[config.mk]
export PLATFORM = sky130hd
export DESIGN_NAME = calendar_date_classifier
export DESIGN_NICKNAME = d
export VERILOG_FILES = /design/src/hdl/caldc_pkg.sv /design/src/hdl/caldc_const_div.sv /design/src/hdl/calendar_date_classifier.sv
export SDC_FILE = /design/constraint.sdc
export NUM_CORES = 2
export LEC_CHECK = 0
export BUFFER_PORTS_ARGS = -buffer_cell sky130_fd_sc_hd__buf_2
export CAP_MARGIN = 20
export CORE_UTILIZATION = 45
export DETAILED_ROUTE_END_ITERATION = 10
export PLACE_DENSITY = 0.64
export SKIP_CTS_REPAIR_TIMING = 1
export SKIP_LAST_GASP = 1
export SYNTH_ARGS = -nofsm -noshare
export SYNTH_HDL_FRONTEND = slang
export SYNTH_SLANG_ARGS = --single-unit
[constraint.sdc]
create_clock -name aclk -period 80.8 [get_ports aclk]
set_input_delay 20.2 -clock aclk [delete_from_list [all_inputs] [get_ports aclk]]
set_output_delay 20.2 -clock aclk [all_outputs]
set_load 0.005 [all_outputs]
[src/hdl/caldc_pkg.sv]
// ----------------------------------------------------------------------------
// caldc_pkg - shared constants and helpers for the calendar date classifier
// Month and country codes, month tables and small modulo helpers.
// ----------------------------------------------------------------------------
package caldc_pkg;

    // zero-based month codes
    localparam logic [3:0] MON_JAN = 4'd0;
    localparam logic [3:0] MON_FEB = 4'd1;
    localparam logic [3:0] MON_MAR = 4'd2;
    localparam logic [3:0] MON_APR = 4'd3;
    localparam logic [3:0] MON_MAY = 4'd4;
    localparam logic [3:0] MON_JUN = 4'd5;
    localparam logic [3:0] MON_JUL = 4'd6;
    localparam logic [3:0] MON_AUG = 4'd7;
    localparam logic [3:0] MON_SEP = 4'd8;
    localparam logic [3:0] MON_OCT = 4'd9;
    localparam logic [3:0] MON_NOV = 4'd10;
    localparam logic [3:0] MON_DEC = 4'd11;

    // holiday rule sets
    localparam logic [1:0] COUNTRY_NONE = 2'd0;
    localparam logic [1:0] COUNTRY_FR   = 2'd1;
    localparam logic [1:0] COUNTRY_US   = 2'd2;
    localparam logic [1:0] COUNTRY_RSVD = 2'd3;   // unassigned, acts as none

    // month length in a common year
    function automatic logic [4:0] month_len(input logic [3:0] mon);
        logic [4:0] len;
        case (mon)
            MON_FEB: len = 5'd28;
            MON_APR, MON_JUN, MON_SEP, MON_NOV: len = 5'd30;
            default: len = 5'd31;
        endcase
        return len;
    endfunction

    // (153 * mm + 2) / 5 for the March-based month index
    function automatic logic [8:0] month_offset(input logic [3:0] mm);
        logic [8:0] ofs;
        case (mm)
            4'd0:    ofs = 9'd0;
            4'd1:    ofs = 9'd31;
            4'd2:    ofs = 9'd61;
            4'd3:    ofs = 9'd92;
            4'd4:    ofs = 9'd122;
            4'd5:    ofs = 9'd153;
            4'd6:    ofs = 9'd184;
            4'd7:    ofs = 9'd214;
            4'd8:    ofs = 9'd245;
            4'd9:    ofs = 9'd275;
            4'd10:   ofs = 9'd306;
            default: ofs = 9'd337;
        endcase
        return ofs;
    endfunction

    // x mod 7 for x below 112, by restoring subtraction
    function automatic logic [2:0] mod7_small(input logic [6:0] x);
        logic [6:0] v;
        v = x;
        if (v >= 7'd56) v = v - 7'd56;
        if (v >= 7'd28) v = v - 7'd28;
        if (v >= 7'd14) v = v - 7'd14;
        if (v >= 7'd7)  v = v - 7'd7;
        return v[2:0];
    endfunction

    // does day/month equal the date lying off days after March 1
    function automatic logic offset_hit(input logic [6:0] off, input logic [4:0] day,
                                        input logic [3:0] mon);
        logic [3:0] hm;
        logic [6:0] hd;
        if (off < 7'd31) begin
            hm = MON_MAR;
            hd = off + 7'd1;
        end else if (off < 7'd61) begin
            hm = MON_APR;
            hd = off - 7'd30;
        end else if (off < 7'd92) begin
            hm = MON_MAY;
            hd = off - 7'd60;
        end else begin
            hm = MON_JUN;
            hd = off - 7'd91;
        end
        return (hm == mon) && (hd == 7'(day));
    endfunction

endpackage

[src/hdl/caldc_const_div.sv]
// ----------------------------------------------------------------------------
// caldc_const_div - two-stage division by a constant
// Reciprocal multiply, then one compare-and-subtract correction.
// ----------------------------------------------------------------------------
module caldc_const_div #(
    parameter int unsigned W   = 16,
    parameter int unsigned DIV = 7,
    parameter int unsigned QW  = 14,
    parameter int unsigned RW  = 3
) (
    input  logic          aclk,
    input  logic          en,
    input  logic [W-1:0]  x,
    output logic [QW-1:0] q,
    output logic [RW-1:0] r
);

    // floor(2^W / DIV): estimate is exact or one low for any x below 2^W
    localparam int unsigned RECIP = (2 ** W) / DIV;
    localparam int unsigned MW    = $clog2(RECIP + 1);
    localparam int unsigned PW    = W + MW;

    logic [W-1:0]  x_reg;
    logic [PW-1:0] prod_reg;
    logic [PW-1:0] prod_next;
    logic [QW-1:0] q_est;
    logic [W-1:0]  r_est;
    logic [QW-1:0] q_reg;
    logic [QW-1:0] q_next;
    logic [RW-1:0] r_reg;
    logic [RW-1:0] r_next;

    assign prod_next = PW'(x) * PW'(RECIP);

    always_comb begin
        q_est = QW'(prod_reg >> W);
        r_est = x_reg - W'(W'(q_est) * W'(DIV));
        if (r_est >= W'(DIV)) begin
            q_next = QW'(q_est + 1'b1);
            r_next = RW'(r_est - W'(DIV));
        end else begin
            q_next = q_est;
            r_next = RW'(r_est);
        end
    end

    always_ff @(posedge aclk) begin
        if (en) begin
            x_reg    <= x;
            prod_reg <= prod_next;
            q_reg    <= q_next;
            r_reg    <= r_next;
        end
    end

    assign q = q_reg;
    assign r = r_reg;

endmodule

[src/hdl/calendar_date_classifier.sv]
// ----------------------------------------------------------------------------
// calendar_date_classifier - date to calendar facts, thirteen-stage pipeline
// Julian day, weekday, ISO week, month length, leap year and holiday flag.
// ----------------------------------------------------------------------------
// Usage notes:
//   Input channel s_*: one Gregorian date per item (day, zero-based month,
//   year). Months above December are treated as December.
//   Output channel m_*: one result item per date, in order.
//   Throughput: one item per cycle; a new date is taken every cycle as long
//   as the output side keeps up. The depth is set by the ISO week path:
//   constant divisions in series (year/100, weekday, 400-year cycle,
//   four-year block, week).
//   Stall: when the output item is held (m_valid high, m_ready low) the whole
//   pipeline freezes and s_ready drops; nothing is lost or repeated.
//   Config: cfg_wr_en/cfg_wr_data write the holiday rule set (0 none,
//   1 France, 2 USA, 3 acts as none). Write only while no items are in flight.
//   Reset (aresetn low, synchronous): pipeline emptied, rule set = France.
// ----------------------------------------------------------------------------
module calendar_date_classifier (
    input  logic        aclk,
    input  logic        aresetn,
    input  logic        cfg_wr_en,
    input  logic [1:0]  cfg_wr_data,
    input  logic        s_valid,
    output logic        s_ready,
    input  logic [4:0]  s_date_day,
    input  logic [3:0]  s_date_month,
    input  logic [13:0] s_date_year,
    output logic        m_valid,
    input  logic        m_ready,
    output logic [22:0] m_julian_day,
    output logic [2:0]  m_day_of_week,
    output logic [5:0]  m_iso_week,
    output logic [4:0]  m_days_in_month,
    output logic        m_leap_year,
    output logic        m_non_working
);

    // global advance: every stage moves together
    logic        adv;
    logic [13:1] vld_reg;
    logic [1:0]  country_reg;

    // stage 0: month saturation, March-based year and month
    logic [3:0]  mon_sat;
    logic        jan_feb;
    logic [14:0] yy0;
    logic [3:0]  mm0;
    logic        fx_common;
    logic        fxfr_next;
    logic        fxus_next;

    logic [4:0]  d_reg      [1:9];
    logic [3:0]  m_reg      [1:9];
    logic [13:0] y_reg      [1:2];
    logic [14:0] yy_reg     [1:2];
    logic [8:0]  t153_reg   [1:2];
    logic        fxfr_reg   [1:10];
    logic        fxus_reg   [1:10];
    logic [22:0] yy365_reg;

    // stage 2 results of the year divisions
    logic [7:0]  q_yy100;
    logic [7:0]  q_y100;
    logic [6:0]  r_y100;
    logic [4:0]  r_y19;
    logic [22:0] j_next;
    logic        leap_next;
    logic [4:0]  mdays_next;
    logic [8:0]  b_plus8;
    logic [2:0]  ef_next;

    logic [22:0] j_reg      [3:13];
    logic        leap_reg   [3:13];
    logic [4:0]  mdays_reg  [3:13];
    logic [4:0]  ea_reg     [3:8];
    logic [7:0]  eb_reg     [3:5];
    logic [1:0]  ee_reg     [3:7];
    logic [4:0]  ei_reg     [3:7];
    logic [1:0]  ek_reg     [3:7];
    logic [2:0]  ef_reg;
    logic [8:0]  a19_reg    [4:5];

    // stage 5
    logic [2:0]  wd5;
    logic [5:0]  g5;
    logic [2:0]  jm7;
    logic [22:0] iso_x;
    logic [9:0]  h_pre;
    logic [2:0]  w1_next;
    logic [2:0]  wl_next;
    logic [2:0]  wd_reg     [6:13];
    logic [2:0]  w1_reg;
    logic [2:0]  wl_reg;

    // stage 6: USA floating days
    logic [2:0]  fm;
    logic [2:0]  fth;
    logic [2:0]  lmo;
    logic [5:0]  first_mon;
    logic [5:0]  thanks;
    logic [5:0]  day6;
    logic        usa_next;
    logic        usa_reg    [7:10];

    // stage 7..10: ISO week reduction and Easter
    logic [17:0] r146;
    logic [4:0]  h7;
    logic [15:0] d4a_next;
    logic [2:0]  re_next;
    logic [15:0] d4a_reg;
    logic [4:0]  h_reg;
    logic [2:0]  re_reg;
    logic [9:0]  nsum;
    logic [5:0]  off_next;
    logic [5:0]  off_reg;
    logic        frm_next;
    logic        frm_reg;
    logic [10:0] d4;
    logic        l_last;
    logic [10:0] d4v;
    logic [10:0] d4m;
    logic [8:0]  d1_next;
    logic [8:0]  d1_reg;
    logic        hol_next;
    logic        hol_reg    [11:13];
    logic [5:0]  q_week;

    assign adv     = !vld_reg[13] || m_ready;
    assign s_ready = adv;
    assign m_valid = vld_reg[13];

    always_ff @(posedge aclk) begin
        if (!aresetn) begin
            vld_reg     <= '0;
            country_reg <= caldc_pkg::COUNTRY_FR;
        end else begin
            if (adv) begin
                vld_reg <= {vld_reg[12:1], s_valid};
            end
            if (cfg_wr_en) begin
                country_reg <= cfg_wr_data;
            end
        end
    end

    // ---- stage 0 -----------------------------------------------------------
    always_comb begin
        mon_sat = (s_date_month > caldc_pkg::MON_DEC) ? caldc_pkg::MON_DEC : s_date_month;
        jan_feb = (mon_sat < caldc_pkg::MON_MAR);
        yy0     = 15'(s_date_year) + 15'd4800 - 15'(jan_feb);
        mm0     = jan_feb ? (mon_sat + 4'd10) : (mon_sat - 4'd2);
        // fixed days shared by both rule sets
        fx_common = ((s_date_day == 5'd1)  && (mon_sat == caldc_pkg::MON_JAN)) ||
                    ((s_date_day == 5'd11) && (mon_sat == caldc_pkg::MON_NOV)) ||
                    ((s_date_day == 5'd25) && (mon_sat == caldc_pkg::MON_DEC));
        fxfr_next = fx_common ||
                    ((s_date_day == 5'd1)  && (mon_sat == caldc_pkg::MON_MAY)) ||
                    ((s_date_day == 5'd8)  && (mon_sat == caldc_pkg::MON_MAY)) ||
                    ((s_date_day == 5'd14) && (mon_sat == caldc_pkg::MON_JUL)) ||
                    ((s_date_day == 5'd15) && (mon_sat == caldc_pkg::MON_AUG)) ||
                    ((s_date_day == 5'd1)  && (mon_sat == caldc_pkg::MON_NOV));
        fxus_next = fx_common ||
                    ((s_date_day == 5'd4)  && (mon_sat == caldc_pkg::MON_JUL));
    end

    // year divisions: yy/100 for the Julian day, y/100 and y/19 for leap and Easter
    caldc_const_div #(.W(15), .DIV(100), .QW(8), .RW(7)) u_div_yy100 (
        .aclk(aclk), .en(adv), .x(yy0), .q(q_yy100), .r()
    );
    caldc_const_div #(.W(14), .DIV(100), .QW(8), .RW(7)) u_div_y100 (
        .aclk(aclk), .en(adv), .x(s_date_year), .q(q_y100), .r(r_y100)
    );
    caldc_const_div #(.W(14), .DIV(19), .QW(10), .RW(5)) u_div_y19 (
        .aclk(aclk), .en(adv), .x(s_date_year), .q(), .r(r_y19)
    );

    // ---- stage 2: Julian day, leap, month length, Easter terms -------------
    always_comb begin
        j_next = 23'(d_reg[2]) + 23'(t153_reg[2]) + yy365_reg + 23'(yy_reg[2] >> 2)
               - 23'(q_yy100) + 23'(q_yy100 >> 2) - 23'd32045;
        // y % 400 == 0 is y % 100 == 0 with (y / 100) % 4 == 0
        leap_next  = ((y_reg[2][1:0] == 2'd0) && (r_y100 != 7'd0)) ||
                     ((r_y100 == 7'd0) && (q_y100[1:0] == 2'd0));
        mdays_next = caldc_pkg::month_len(m_reg[2]) +
                     5'((m_reg[2] == caldc_pkg::MON_FEB) && leap_next);
        // f = (b + 8) / 25, b at most 163
        b_plus8 = 9'(q_y100) + 9'd8;
        ef_next = 3'(b_plus8 >= 9'd25) + 3'(b_plus8 >= 9'd50) + 3'(b_plus8 >= 9'd75) +
                  3'(b_plus8 >= 9'd100) + 3'(b_plus8 >= 9'd125) + 3'(b_plus8 >= 9'd150);
    end

    // ---- stage 3: weekday division and g = (b - f + 1) / 3 -----------------
    caldc_const_div #(.W(23), .DIV(7), .QW(21), .RW(3)) u_div_wd (
        .aclk(aclk), .en(adv), .x(j_reg[3] + 23'd1), .q(), .r(wd5)
    );
    caldc_const_div #(.W(8), .DIV(3), .QW(6), .RW(2)) u_div_g (
        .aclk(aclk), .en(adv), .x(eb_reg[3] - 8'(ef_reg) + 8'd1), .q(g5), .r()
    );

    // ---- stage 5: ISO shift, Easter h, weekday of month ends ---------------
    always_comb begin
        jm7   = (wd5 == 3'd0) ? 3'd6 : (wd5 - 3'd1);
        iso_x = j_reg[5] + 23'd31741 - 23'(jm7);
        h_pre = 10'(a19_reg[5]) + 10'(eb_reg[5]) - 10'(eb_reg[5] >> 2) - 10'(g5) + 10'd15;
        // weekday of the 1st and of the last day, from the date's own weekday
        w1_next = caldc_pkg::mod7_small(7'(wd5) + 7'd36 - 7'(d_reg[5]));
        wl_next = caldc_pkg::mod7_small(7'(wd5) + 7'(mdays_reg[5]) + 7'd35 - 7'(d_reg[5]));
    end

    caldc_const_div #(.W(23), .DIV(146097), .QW(6), .RW(18)) u_div_cycle (
        .aclk(aclk), .en(adv), .x(iso_x), .q(), .r(r146)
    );
    caldc_const_div #(.W(10), .DIV(30), .QW(5), .RW(5)) u_div_h (
        .aclk(aclk), .en(adv), .x(h_pre), .q(), .r(h7)
    );

    // ---- stage 6: USA floating holidays ------------------------------------
    always_comb begin
        fm        = caldc_pkg::mod7_small(7'd8 - 7'(w1_reg));
        fth       = caldc_pkg::mod7_small(7'd11 - 7'(w1_reg));
        lmo       = caldc_pkg::mod7_small(7'(wl_reg) + 7'd6);
        first_mon = 6'd1 + 6'(fm);
        thanks    = 6'd22 + 6'(fth);
        day6      = 6'(d_reg[6]);
        case (m_reg[6])
            caldc_pkg::MON_JAN, caldc_pkg::MON_FEB: usa_next = (day6 == first_mon + 6'd14);
            caldc_pkg::MON_MAY: usa_next = (day6 == 6'(mdays_reg[6]) - 6'(lmo));
            caldc_pkg::MON_SEP: usa_next = (day6 == first_mon);
            caldc_pkg::MON_OCT: usa_next = (day6 == first_mon + 6'd7);
            caldc_pkg::MON_NOV: usa_next = (day6 == thanks) || (day6 == thanks + 6'd1);
            default:            usa_next = 1'b0;
        endcase
    end

    // ---- stage 7: century fold, Easter r -----------------------------------
    always_comb begin
        if (r146 >= 18'd146096) begin
            d4a_next = 16'(r146 - 18'd146096);
        end else if (r146 >= 18'd109572) begin
            d4a_next = 16'(r146 - 18'd109572);
        end else if (r146 >= 18'd73048) begin
            d4a_next = 16'(r146 - 18'd73048);
        end else if (r146 >= 18'd36524) begin
            d4a_next = 16'(r146 - 18'd36524);
        end else begin
            d4a_next = 16'(r146);
        end
        re_next = caldc_pkg::mod7_small(7'd32 + 7'({ee_reg[7], 1'b0}) +
                  7'({ei_reg[7], 1'b0}) - 7'(h7) - 7'(ek_reg[7]));
    end

    // ---- stage 8: four-year fold, Easter offset from March 1 ---------------
    caldc_const_div #(.W(16), .DIV(1461), .QW(5), .RW(11)) u_div_quad (
        .aclk(aclk), .en(adv), .x(d4a_reg), .q(), .r(d4)
    );

    always_comb begin
        nsum     = 10'(h_reg) * 10'd11 + 10'(re_reg) * 10'd22 + 10'(ea_reg[8]);
        // both Easter month branches reduce to t - 93
        off_next = 6'(h_reg) + 6'(re_reg) + 6'd21 - ((nsum >= 10'd451) ? 6'd7 : 6'd0);
    end

    // ---- stage 9: Easter Monday, Ascension, Whit Monday --------------------
    assign frm_next = caldc_pkg::offset_hit(7'(off_reg) + 7'd1,  d_reg[9], m_reg[9]) ||
                      caldc_pkg::offset_hit(7'(off_reg) + 7'd39, d_reg[9], m_reg[9]) ||
                      caldc_pkg::offset_hit(7'(off_reg) + 7'd50, d_reg[9], m_reg[9]);

    // ---- stage 10: day of ISO year, holiday select --------------------------
    always_comb begin
        l_last = (d4 == 11'd1460);
        d4v    = d4 - 11'(l_last);
        if (d4v >= 11'd1095) begin
            d4m = d4v - 11'd1095;
        end else if (d4v >= 11'd730) begin
            d4m = d4v - 11'd730;
        end else if (d4v >= 11'd365) begin
            d4m = d4v - 11'd365;
        end else begin
            d4m = d4v;
        end
        d1_next = 9'(d4m) + 9'(l_last);
        case (country_reg)
            caldc_pkg::COUNTRY_FR: hol_next = fxfr_reg[10] || frm_reg;
            caldc_pkg::COUNTRY_US: hol_next = fxus_reg[10] || usa_reg[10];
            default:               hol_next = 1'b0;
        endcase
    end

    // ---- stage 11: week = day / 7 + 1 ---------------------------------------
    caldc_const_div #(.W(9), .DIV(7), .QW(6), .RW(3)) u_div_week (
        .aclk(aclk), .en(adv), .x(d1_reg), .q(q_week), .r()
    );

    // ---- payload registers -------------------------------------------------
    always_ff @(posedge aclk) begin
        if (adv) begin
            d_reg[1]    <= s_date_day;
            m_reg[1]    <= mon_sat;
            y_reg[1]    <= s_date_year;
            yy_reg[1]   <= yy0;
            t153_reg[1] <= caldc_pkg::month_offset(mm0);
            fxfr_reg[1] <= fxfr_next;
            fxus_reg[1] <= fxus_next;
            for (int k = 2; k <= 9; k++) begin
                d_reg[k] <= d_reg[k-1];
                m_reg[k] <= m_reg[k-1];
            end
            for (int k = 2; k <= 10; k++) begin
                fxfr_reg[k] <= fxfr_reg[k-1];
                fxus_reg[k] <= fxus_reg[k-1];
            end
            y_reg[2]    <= y_reg[1];
            yy_reg[2]   <= yy_reg[1];
            t153_reg[2] <= t153_reg[1];
            yy365_reg   <= 23'(yy_reg[1]) * 23'd365;

            j_reg[3]     <= j_next;
            leap_reg[3]  <= leap_next;
            mdays_reg[3] <= mdays_next;
            for (int k = 4; k <= 13; k++) begin
                j_reg[k]     <= j_reg[k-1];
                leap_reg[k]  <= leap_reg[k-1];
                mdays_reg[k] <= mdays_reg[k-1];
            end
            ea_reg[3] <= r_y19;
            eb_reg[3] <= q_y100;
            ee_reg[3] <= q_y100[1:0];
            ei_reg[3] <= 5'(r_y100 >> 2);
            ek_reg[3] <= r_y100[1:0];
            ef_reg    <= ef_next;
            for (int k = 4; k <= 8; k++) begin
                ea_reg[k] <= ea_reg[k-1];
            end
            for (int k = 4; k <= 5; k++) begin
                eb_reg[k] <= eb_reg[k-1];
            end
            for (int k = 4; k <= 7; k++) begin
                ee_reg[k] <= ee_reg[k-1];
                ei_reg[k] <= ei_reg[k-1];
                ek_reg[k] <= ek_reg[k-1];
            end
            a19_reg[4] <= 9'(ea_reg[3]) * 9'd19;
            a19_reg[5] <= a19_reg[4];

            wd_reg[6] <= wd5;
            for (int k = 7; k <= 13; k++) begin
                wd_reg[k] <= wd_reg[k-1];
            end
            w1_reg <= w1_next;
            wl_reg <= wl_next;

            usa_reg[7] <= usa_next;
            for (int k = 8; k <= 10; k++) begin
                usa_reg[k] <= usa_reg[k-1];
            end
            d4a_reg <= d4a_next;
            h_reg   <= h7;
            re_reg  <= re_next;
            off_reg <= off_next;
            frm_reg <= frm_next;
            d1_reg  <= d1_next;

            hol_reg[11] <= hol_next;
            for (int k = 12; k <= 13; k++) begin
                hol_reg[k] <= hol_reg[k-1];
            end
        end
    end

    assign m_julian_day    = j_reg[13];
    assign m_day_of_week   = wd_reg[13];
    assign m_iso_week      = q_week + 6'd1;
    assign m_days_in_month = mdays_reg[13];
    assign m_leap_year     = leap_reg[13];
    assign m_non_working   = hol_reg[13];

    // ---- assertions ----------------------------------------------------------
    a_accept_enters: assert property (@(posedge aclk) disable iff (!aresetn)
        (s_valid && s_ready) |=> vld_reg[1])
        else $error("accepted item did not enter the pipeline");

    a_stall_freezes: assert property (@(posedge aclk) disable iff (!aresetn)
        !adv |=> $stable(vld_reg))
        else $error("pipeline moved while stalled");

    a_feb_length: assert property (@(posedge aclk) disable iff (!aresetn)
        (vld_reg[3] && (m_reg[3] == caldc_pkg::MON_FEB)) |->
        (mdays_reg[3] == 5'd28 + 5'(leap_reg[3])))
        else $error("February length disagrees with leap flag");

    a_week_range: assert property (@(posedge aclk) disable iff (!aresetn)
        m_valid |-> ((m_iso_week != 6'd0) && (m_iso_week <= 6'd53)))
        else $error("ISO week out of range");

endmodule
---- Word level (Yosys, flattened, before mapping) ----
Memory sizes are Yosys's and may differ from the RTL's.
Cells that the tools add are included.
storage, ports and cells
  word-level logic and storage cells ...... 403
  memories ................................ 20
  bits in read-only memories .............. 144
  output and inout bits ................... 41
  RAM bits ................................ 644
  register bits after elaboration ......... 483
memories
  memory            depth  bits a word  rd ports  clocked after Yosys merged registers in  write ports  line                            source
  j_reg             11     23           11        0                                        11           calendar_date_classifier.sv:73  logic [22:0] j_reg [3:13];
  (name not given)  16     9            1         0                                        0            caldc_pkg.sv:41                 case (mm)
  mdays_reg         11     5            11        0                                        11           calendar_date_classifier.sv:75  logic [4:0] mdays_reg [3:13];
  d_reg             9      5            9         0                                        9            calendar_date_classifier.sv:53  logic [4:0] d_reg [1:9];
  m_reg             9      4            9         0                                        9            calendar_date_classifier.sv:54  logic [3:0] m_reg [1:9];
  ea_reg            6      5            6         0                                        6            calendar_date_classifier.sv:76  logic [4:0] ea_reg [3:8];
  14 more memories  -      -            -         -                                        -            -
operators by class
  reductions and logical operators ........ 40
  add/sub/neg operators ................... 118
  mux-type cells .......................... 69
  equal/unequal tests ..................... 37
  order comparisons ....................... 58
  multiply operators ...................... 22
operators by type and width
  operator                count
  $mux 7                  28
  $mux 16                 4
  $sub 7x5->7 const B     9
  $sub 7x6->7 const B     8
  $mul 15x9->23 const B   2
  $sub 23x23->23          2
  $mux 3                  15
  $ge 7x3->1 const B      6
  $ge 7x4->1 const B      6
  $ge 7x5->1 const B      6
  $mul 23x19->42 const B  1
  $sub 7x4->7 const B     6
  $ge 18x17->1 const B    2
  $mux 9                  4
  $ge 7x6->1 const B      5
  $sub 16x16->16 const B  2
  $mul 23x6->29 const B   1
  $eq 4x4->1 const B      7
  $mul 10x5->14 const B   2
  $sub 14x14->14          2
  $sub 7x7->7 const B     4
  $ge 9x7->1 const B      3
  $add 6x1->6 const B     4
  $add 8x1->8 const B     3
  other kinds (134)       212

---- Depth between registers and ports, before layout ----
  word-level depth ........................ 14
  mapped depth ............................ 34
  gate-level depth less buffers ........... 33

---- Cells and area by module ----
From an unflattened synthesis, not the netlist that was laid out.
unflattened totals
  cell total of the unflattened synthesis .. 7023
  area total of the unflattened synthesis .. 80352.1 um2
by module, submodules not included
  module                          area each (um2)  cells an instance  times used
  calendar_date_classifier        37657.4          2976               1
  caldc_const_div at u_div_wd     9614.2           930                1
  caldc_const_div at u_div_cycle  7201.9           696                1
  caldc_const_div at u_div_y19    5574.1           528                1
  caldc_const_div at u_div_yy100  4643.2           417                1
  caldc_const_div at u_div_quad   4608.2           463                1
  caldc_const_div at u_div_y100   4256.6           393                1
  caldc_const_div at u_div_week   2506.2           234                1
  caldc_const_div at u_div_g      2270.9           211                1
  caldc_const_div at u_div_h      2019.4           175                1

---- Least setup slack after synthesis ----
No wires, ideal clock.
  path type ............................... input port to output port
  from .................................... input port m_ready
  to ...................................... output port s_ready
  slack ................................... 15484 ps
  data arrival time ....................... 45116 ps
  required time ........................... 60600 ps
  stages on the path ...................... 3
  path buffers ............................ 1
  cell sequence ........................... nor2b_1 > inv_1 > clkbuf_1
between the ends
  longest elaborated chain between the ends .. 1
RTL lines
  what              line                             source
  start, declared   calendar_date_classifier.sv:30   input logic m_ready,
  $logic_or 1x1->1  calendar_date_classifier.sv:129  assign adv = !vld_reg[13] || m_ready;
  end, declared     calendar_date_classifier.sv:25   output logic s_ready,
Every way passes these cells.

---- Worst setup path after layout ----
Ends and elaborated chain as after synthesis.

==> summary.txt <==
Clock tree
  – Clock Tree Root: clkbuf_16
  – CTS tree: built
  – Htree depth: 3
  – Clock Sinks: 926
  – Clock-pin slew on the worst setup and hold paths: 60 ps
  – CTS buffer count: 103
  – Maximum root-to-sink buffer count: 3
  – Clk_lat worst skew: 710 ps

Logic synthesis
  – Synth Net Count: 7967
  – Most used DFF post-synth: edfxtp_1
  – Synth unique cells: 108
  – Synthesized area per cell: 11.47 um^2
  – Most common cell in the netlist: inv_1
  – Yosys top cell by area: edfxtp_1
  – Dominant cells by area after synthesis: edfxtp_1, ha_1, fa_1
  – Synthesis-stage register bit count: 926
  – Seq/Total Area, Yosys: 0.3808
  – EDFF count, synth: 911
  – Mapped Area: 0.07263 mm^2
  – Post-synth top cells: inv_1, ha_1, edfxtp_1
  – Post-Syn Instances: 6332
  – Post-synth top area share: 0.3767
  – Fraction of registers with async set/reset: 0
  – Synth Warn #: 0

Timing
  – Final Cycle Share: 0.5139
  – Setup_tns: 0 ps
  – Slew HR: 0.3331
  – Worst-margin pin slew: 1000 ps
  – Final worst path period need: 41520 ps
  – Final setup viols: 0
  – Max Freq: 0.02408 GHz
  – Clock skew: 34.32 ps
  – Unrepaired setup endpoints after global routing: no
  – Final Hold Viols: 0
  – Pins Over Slew Limit: 0

Detailed routing
  – Drt drc: 0
  – Avg Vias per Cell: 5.080
  – DR iter-0 viols: 2330
  – Final wirelength: 129200 um
  – ANT nets after route: 0
  – Total number of vias: 44080
  – Avg WL per Cell: 14.90 um
  – First-pass iteration count of the detailed router: 5

Placement
  – Dpl hpwl: 102100 um
  – Port Buffers: 70
  – Placer Congestion: 0.8872

Setup path
  – Worst-path cell chain: buf_2 -> nor2b_1 -> buf_4 -> inv_8 -> buf_2
  – Crit-path most repeated cell: buf_2
  – Setup CP Type: in2out
  – Worst Path Max Fanout: 127
  – Slowest Stage Delay on Critical Path: 540 ps
  – Arrival @ worst endpoint: 21320 ps
  – Worst Setup Start Kind: input pin
  – WP data required: 60600 ps
  – Crit path depth: 5
  – Crit path buf inv count: 4
  – Crit-path leading delay family: buffers and inverters
  – Cells on worst reg2reg path: 22
  – Slowest cell on the critical path: inv_8
  – Setup crit end kind: output pin

Floorplan
  – Core footprint: 0.1604 mm^2
  – Placement Rows: 147
  – Starting Density: 0.4528
  – Die height: 403.7 um
  – Die ar.: 0.1630 mm^2
  – IO Pins: 71
  – Die Wd: 403.7 um

Final layout
  – Fin nets: 8064
  – Layout cells sized above 1: 0.04957
  – Max reg flops: 253
  – P&R area growth vs syn: 8.743%

Global route
  – Total global routing overflow: 0
  – Vias in the first global route: 45030
  – Gr usage total: 0.1617
  – Largest net degree at the start of global routing: 156
  – Antenna violations before repair: 5
  – First-pass GRT wire length: 218000 um

Hold path
  – Type of the worst min-delay path: reg2reg
  – Hold Path Depth: 0

Flow run
  – Max Cap Viol: 0

Run status
  – Status: finished, final reports clean
-- worst paths after layout --
kind | slack, ps | endpoint | startpoint
max | 39280 | s_ready | m_ready
max reg2reg | 72640 | u_div_wd.prod_reg[43] | j_reg[0][69]
min | 400 | j_reg[0][206] | j_reg[0][183]
min reg2reg | 400 | j_reg[0][206] | j_reg[0][183]
-- per-layer routing --
metal  share of wire  vias up  track usage
li1                -    21980            -
met1            0.45    21330       0.2093
met2            0.49      581       0.2834
met3           0.032      185      0.02059
met4           0.021        8      0.04512
met5         0.00044        -            0
-- final cells by class --
class	count	area [um^2]
fill	14360	81410
tap	2160	2703
antenna	1	2.502
clock buffer	113	2658
clock inverter	79	935.9
multi-input combinational	4137	40080
timing repair buffer	89	535.5
inverter	1172	4407
sequential	926	27660
-- cells in the final DEF (no fill, tap or decap), types with 92 or more instances in the layout --
cell type  count
inv_1       1169
ha_1        1097
edfxtp_1     911
fa_1         508
xnor2_1      318
nor2_1       282
a21oi_1      281
nand2_1      237
o21ai_0      192
xor2_1       146
a21o_1       105
clkbuf_16    105
nor3_1        92
-- metrics by stage --
step                      hold WS, ps  utilization  instance area [um^2]  cells  setup WS (ps)
after floorplan                 400.3            -                 72630   6332          15480
after global placement          400.3       0.4697                 75330   8480          38620
after detailed placement        404.5       0.4697                 75330   8480          38580
after CTS                       396.4       0.4921                 78930   8672          38590
after global routing            409.9       0.4924                 78980   8677          39120
final                           401.4       0.4924                 78980   8677          39280
-- cells by family (layout without fill, tap and decap cells) --
group                      Yosys count  count (layout)  synth area share
muxes                               48              48          0.007063
buffers and inverters             1269            1453           0.06745
and+or+nand+nor                   1008            1008           0.06789
other                                1               2        0.00005163
adders and majority gates         1605            1605            0.3290
AOI/OAI and AO/OA                 1010            1010           0.09155
DFF                                926             926            0.3808
xor gates and xnor gates           465             465           0.05618
Power is left out: the tool's default activity adds up to more than one toggle a clock period on the data nets, which glitch-free logic cannot reach.
